[config.mk]
export PLATFORM = sky130hd
export DESIGN_NAME = tcs_ctrl
export DESIGN_NICKNAME = d
export VERILOG_FILES = /design/src/sv/tcs_pkg.sv /design/src/sv/tcs_ctrl.sv
export SDC_FILE = /design/constraint.sdc
export NUM_CORES = 1
export LEC_CHECK = 0
export ABC_AREA = 1
export BUFFER_PORTS_ARGS = -buffer_cell sky130_fd_sc_hd__buf_2
export CAP_MARGIN = 20
export CORE_MARGIN = 5
export CORE_UTILIZATION = 28
export DETAILED_ROUTE_END_ITERATION = 16
export HOLD_SLACK_MARGIN = 0.15
export SLEW_MARGIN = 0
export SYNTH_ARGS = -nofsm -noshare
export SYNTH_HDL_FRONTEND = slang
export SYNTH_SLANG_ARGS = --single-unit
[constraint.sdc]
create_clock -name clk -period 2.73 [get_ports clk]
set_input_delay 0.546 -clock clk [delete_from_list [all_inputs] [get_ports clk]]
set_output_delay 0.546 -clock clk [all_outputs]
set_load 0.005 [all_outputs]
[src/sv/tcs_pkg.sv]
// Shared widths, register codes and controller/datapath interface types.
`default_nettype none

package tcs_pkg;

    // Fixed field widths of the streaming items.
    localparam int BIN_W        = 11;
    localparam int SAMPLE_IN_W  = 24;
    localparam int ABS_W        = 48;
    localparam int S_TDATA_W    = 48;
    localparam int M_TDATA_W    = 64;

    // Configuration registers.
    localparam int GAIN_W       = 32;
    localparam int SHIFT_W      = 6;
    localparam int CFG_IDX_W    = 1;
    localparam int CFG_DATA_W   = 32;
    localparam logic [CFG_IDX_W-1:0] REG_GAIN      = 1'd0;
    localparam logic [CFG_IDX_W-1:0] REG_OUT_SHIFT = 1'd1;
    localparam logic [GAIN_W-1:0]    GAIN_RESET    = 32'd65536;
    localparam logic [SHIFT_W-1:0]   SHIFT_RESET   = 6'd16;

    // Fixed part of the final right shift: 16 for the Q16.16 gain, 1 for the
    // half taken by the trapezoid rule.
    localparam int SHIFT_BIAS   = 17;

    // Command kinds carried in s_tuser.
    localparam logic CMD_LOAD   = 1'b0;
    localparam logic CMD_BIN    = 1'b1;

    // Default configuration of the block.
    localparam int INTERVALS_DEF   = 1024;
    localparam int SAMPLE_BITS_DEF = 24;
    localparam int COS_BITS_DEF    = 16;

    // Commands from the controller to the datapath.
    typedef struct packed {
        logic load_we;
        logic bin_load;
        logic reduce_step;
        logic sweep_start;
        logic sweep_step;
        logic scale0;
        logic scale1;
        logic mul_step;
        logic shift;
        logic out_load;
    } ctl_t;

    // Status from the datapath to the controller.
    typedef struct packed {
        logic kred_ge;
        logic sweep_last;
        logic pipe_busy;
        logic mul_last;
        logic out_full;
    } sts_t;

endpackage

`default_nettype wire

[src/sv/tcs_ctrl.sv]
// Controller state machine that sequences loads and bin computations.
`default_nettype none

module tcs_ctrl
    import tcs_pkg::*;
(
    input  wire logic clk,
    input  wire logic rst_n,
    input  wire logic s_tvalid,
    input  wire logic cmd,
    output logic      s_tready,
    input  wire sts_t sts,
    output ctl_t      ctl
);

    typedef enum logic [9:0] {
        ST_IDLE   = 10'b00_0000_0001,
        ST_REDUCE = 10'b00_0000_0010,
        ST_SWEEP  = 10'b00_0000_0100,
        ST_DRAIN  = 10'b00_0000_1000,
        ST_SCALE0 = 10'b00_0001_0000,
        ST_SCALE1 = 10'b00_0010_0000,
        ST_MULT   = 10'b00_0100_0000,
        ST_MFIN   = 10'b00_1000_0000,
        ST_SHIFT  = 10'b01_0000_0000,
        ST_OUT    = 10'b10_0000_0000
    } state_t;

    state_t state_reg;
    state_t state_next;

    always_ff @(posedge clk or negedge rst_n)
    begin
        if (!rst_n)
        begin
            state_reg <= ST_IDLE;
        end
        else
        begin
            state_reg <= state_next;
        end
    end

    always_comb
    begin
        state_next = state_reg;
        ctl        = '0;
        s_tready   = 1'b0;
        case (state_reg)
            ST_IDLE:
            begin
                s_tready = 1'b1;
                if (s_tvalid)
                begin
                    if (cmd == CMD_BIN)
                    begin
                        ctl.bin_load = 1'b1;
                        state_next   = ST_REDUCE;
                    end
                    else
                    begin
                        ctl.load_we = 1'b1;
                    end
                end
            end
            ST_REDUCE:
            begin
                if (sts.kred_ge)
                begin
                    ctl.reduce_step = 1'b1;
                end
                else
                begin
                    ctl.sweep_start = 1'b1;
                    state_next      = ST_SWEEP;
                end
            end
            ST_SWEEP:
            begin
                ctl.sweep_step = 1'b1;
                if (sts.sweep_last)
                begin
                    state_next = ST_DRAIN;
                end
            end
            ST_DRAIN:
            begin
                if (!sts.pipe_busy)
                begin
                    state_next = ST_SCALE0;
                end
            end
            ST_SCALE0:
            begin
                ctl.scale0 = 1'b1;
                state_next = ST_SCALE1;
            end
            ST_SCALE1:
            begin
                ctl.scale1 = 1'b1;
                state_next = ST_MULT;
            end
            ST_MULT:
            begin
                ctl.mul_step = 1'b1;
                if (sts.mul_last)
                begin
                    state_next = ST_MFIN;
                end
            end
            ST_MFIN:
            begin
                state_next = ST_SHIFT;
            end
            ST_SHIFT:
            begin
                ctl.shift  = 1'b1;
                state_next = ST_OUT;
            end
            ST_OUT:
            begin
                if (!sts.out_full)
                begin
                    ctl.out_load = 1'b1;
                    state_next   = ST_IDLE;
                end
            end
            default:
            begin
                state_next = ST_IDLE;
            end
        endcase
    end

endmodule

`default_nettype wire

[After elaboration in Yosys (flattened, before gate mapping)]
Cells that the tools add are included.
Widths: inputs -> output; s select.
Operators by class
  add/subtract/negate cells: 0
  multiply operators: 0
  divide/modulo/power cells: 0
  magnitude comparators: 0
  equality and inequality tests: 17
  shift-type cells: 0
  mux-type cells: 23
  bitwise operators: 0
  reductions and logical operators: 1
Operators with widths (count)
  $pmux 10 s10: 1
  $mux 10: 7
  $ne 2x2->1 const B: 7
  $mux 1: 12
  $eq 10x1->1 const B: 1
  $eq 10x10->1 const B: 1
  $eq 10x2->1 const B: 1
  $eq 10x3->1 const B: 1
  $eq 10x4->1 const B: 1
  $eq 10x5->1 const B: 1
  $eq 10x6->1 const B: 1
  $eq 10x7->1 const B: 1
  $eq 10x8->1 const B: 1
  $eq 10x9->1 const B: 1
  $reduce_and 7->1: 1
  $mux 2: 3
Storage, ports and cells
  register bits: 10
  bits in latches: 0
  memory bits (writable): 0
  bits in read-only memories: 0
  input bits: 9
  output and inout port bits: 11
  word-level logic and storage cells: 42
  memories kept: 0

[Logic depth before layout (Yosys ltp)]
  word-level depth: 3
  gate-level depth with buffers: 11
  gate-level depth less buffers: 11

[Worst setup path after synthesis]
No wires, ideal clock.
  path type: register to output
  from: reg state_reg[4]
  to: out ctl[8] (netlist name)
  data arrival time: 1075 ps
  required time: 2184 ps
  slack: 1109 ps
  stages on the path, launching flop included: 8
  buffers on the path: 0
  path through: dfrtp_1 -> nor2_4 -> nand2_4 -> nor2_4 -> nand2_1 -> inv_1 -> nand2_1 -> nor2_1
RTL lines
  start: declaration: RTL line tcs_ctrl.sv:29  | state_t state_reg;
  start signal: assignment: RTL line tcs_ctrl.sv:40  | state_reg <= state_next;
  end: declaration: RTL line tcs_ctrl.sv:13  | output ctl_t ctl

==> results.cfg <==
[finish]
ff_latch_area_um2 = 251
multi_input_area_um2 = 412
largest_reg_flops = 10
mostFrequentLayoutCells = nand2_1 (29), inv_1 (27), nor2_1 (20), buf_2 (19), nand3_1 (10)
nets = 153
fill_cells = 315
antenna_cells = 0
fin_cells = 174
drive_above_1_share_pct = 30.8
area_delta_synth_final_pct = 23.3
layout_commonest_cell = nand2_1

[worst_setup_path]
worstPathMaxFanout = 5
end_kind = output port
cp_data_required_time_ps = 2180
worst_setup_path_start_kind = register
critPathKind = reg -> out
critical_path_arrival_ps = 1520
reg2reg_depth = 9

[detailed_routing]
vias = 746
ant_nets = 0
wl_per_cell_um = 9.83
drc = 0
drtIter0Drc = 20
wirelength_um = 1710
viasPerCell = 4.29
firstDrtPassIters = 4

[synth]
seq_area_frac_synth_pct = 32.6
syn_inst = 119
synthAdderAreaFrac_pct = 0
synthTopCellsByArea = dfrtp_1 (29%), nand2_1 (14%), inv_1 (13%)
syn-num-nets = 128
yosysTopAreaCellShare_pct = 29.2
ys_ff_latch = 10
avgSynthCellArea_um2 = 6.49
synth_compound_area_share_pct = 1.30
yosys_warnings = 0
synth_cell_types = 17
synth_xor_area_share_pct = 0
synthMuxAreaShare_pct = 0
synth_top_family_by_area = simple AND/OR/NAND/NOR gates
syn_area_um2 = 772
yosysTopAreaCell = dfrtp_1
synth_simple_gate_area_share_pct = 52.0

[floorplanning]
core-area_um2 = 2710
die_h_um = 62.5
start_util_pct = 28.5
dieArea_um2 = 3910
fp.dieW_um = 62.5
num_rows = 19
io_pins = 20

[power]
power_leakage_nw = 0.621
p_per_area_nw_per_um2 = 787
peakVddDrop_mv = 0.453

[run]
drv_cap = 0

[grt]
grt_max_degree = 11
grt_pass1_wl_um = 3150
met3_usage_pct = 2.70
met2_usage_pct = 16.6
grt_pass1_vias = 763
gr-total-overflow = 0
grtUsageMet1_pct = 11.9
track_usage_pct = 9.68
top_usage_layer = met2
antenna_found_initial = 0

[clock_network]
numCtsBuffers = 3
clock_latency_ps = 260
cts_buffer_depth = 2
clkTransAtPathRegs_ps = 70
cts_sinks = 10
cts_tree = built
post-cts-setup-buffers = 0
htreeDepth = 1
cts-root-buf = clkbuf_4
cts-resized-gates = 0

[sta]
rsz0062_at_grt = no
relSlewSlack_pct = 83.7
setup_viol = 0
fin_worst_skew_ps = 2.96
fin_crit_ps = 2070
timing.final.crit_share_pct = 75.8
worst_pin_slew_ps = 244
fmax_mhz = 483
fin_tns_setup_ps = 0
slew_violations = 0
hold_viol_final = 0

[min_path]
whs_path_depth = 4
hold_path.class = in -> reg

[place]
dp.cells = 169
port_buffers = 19
hpwl_um = 1470
gp_congestion = 0.845

[status]
outcome = finished clean
[where the power goes]
part / internal (mW) / total (mW) / leakage, nW / switching, mW
sequential: 0.182 / 0.215 / 0.134 / 0.0328
combinational: 0.148 / 0.399 / 0.466 / 0.251
clock: 0.0809 / 0.135 / 0.0210 / 0.0542
[cell usage after synthesis]
master	n
nor2_4	6
nor2_2	4
nor3_1	1
nor3_2	1
o21ai_1	1
nand2_1	29
nand2_4	2
inv_1	27
a21oi_1	1
inv_2	2
dfrtp_1	9
dfstp_2	1
nand3_1	10
nand3_2	1
nor2_1	20
and2_4	1
nand2_2	3
[routing by layer]
| metal | part of all wire (%) | vias up |
|---|---|---|
| met5 | 0 | - |
| met3 | 6.2 | 2 |
| li1 | - | 396 |
| met1 | 46 | 328 |
| met4 | 0.58 | 0 |
| met2 | 47 | 20 |
[logic make-up after synthesis]
| logic type | Yosys count |
|---|---|
| AND/OR/NAND/NOR | 78 |
| buffers and inverters | 29 |
| flip-flops | 10 |
| AO/OA/AOI/OAI | 2 |
[layout make-up]
class                   instances  area share, %
clock buffers                   4           3.81
inverters                      29           11.4
multi-input cells              80           43.2
flip-flops and latches         10           26.4
well taps                      31           4.07
repair buffers                 20           11.0
[what timing repair did]
item	CTS	global route
hold buffers	1	0
hold endpoints to repair	9	0
endpoints found under the setup margin	0	0
[worst max-delay path: stages (launching register included)]
cell     delay, ps
dfrtp_1        440
nor2_4         180
nand2_2         90
nor2_4         110
nand2_1         90
inv_1           70
nand2_1         60
nor2_1          90
buf_2          120
[through the flow]
stage | cell area [um2] | worst slack (ps) | utilization (%) | total power [mW] | hold slack, ps
floorplan | 772 | 1110 | - | 0.527 | 250
global placement | 906 | 1000 | 33.4 | 0.614 | 426
finish | 952 | 661 | 35.1 | 0.749 | 567
detailed placement | 906 | 945 | 33.4 | 0.622 | 429
CTS | 952 | 646 | 35.1 | 0.759 | 564
global route | 952 | 485 | 35.1 | 0.830 | 582
[worst paths after layout]
kind,startpoint,to,slack (ps)
min in group asynchronous,rst_n,state_reg[3],680
max in group asynchronous,rst_n,state_reg[0],1800
min reg2reg,state_reg[0],state_reg[0],570
min,sts[1],state_reg[6],570
max reg2reg,state_reg[0],state_reg[0],1260
max,state_reg[8],ctl[8],660
Power figures use the tool's default switching activity.
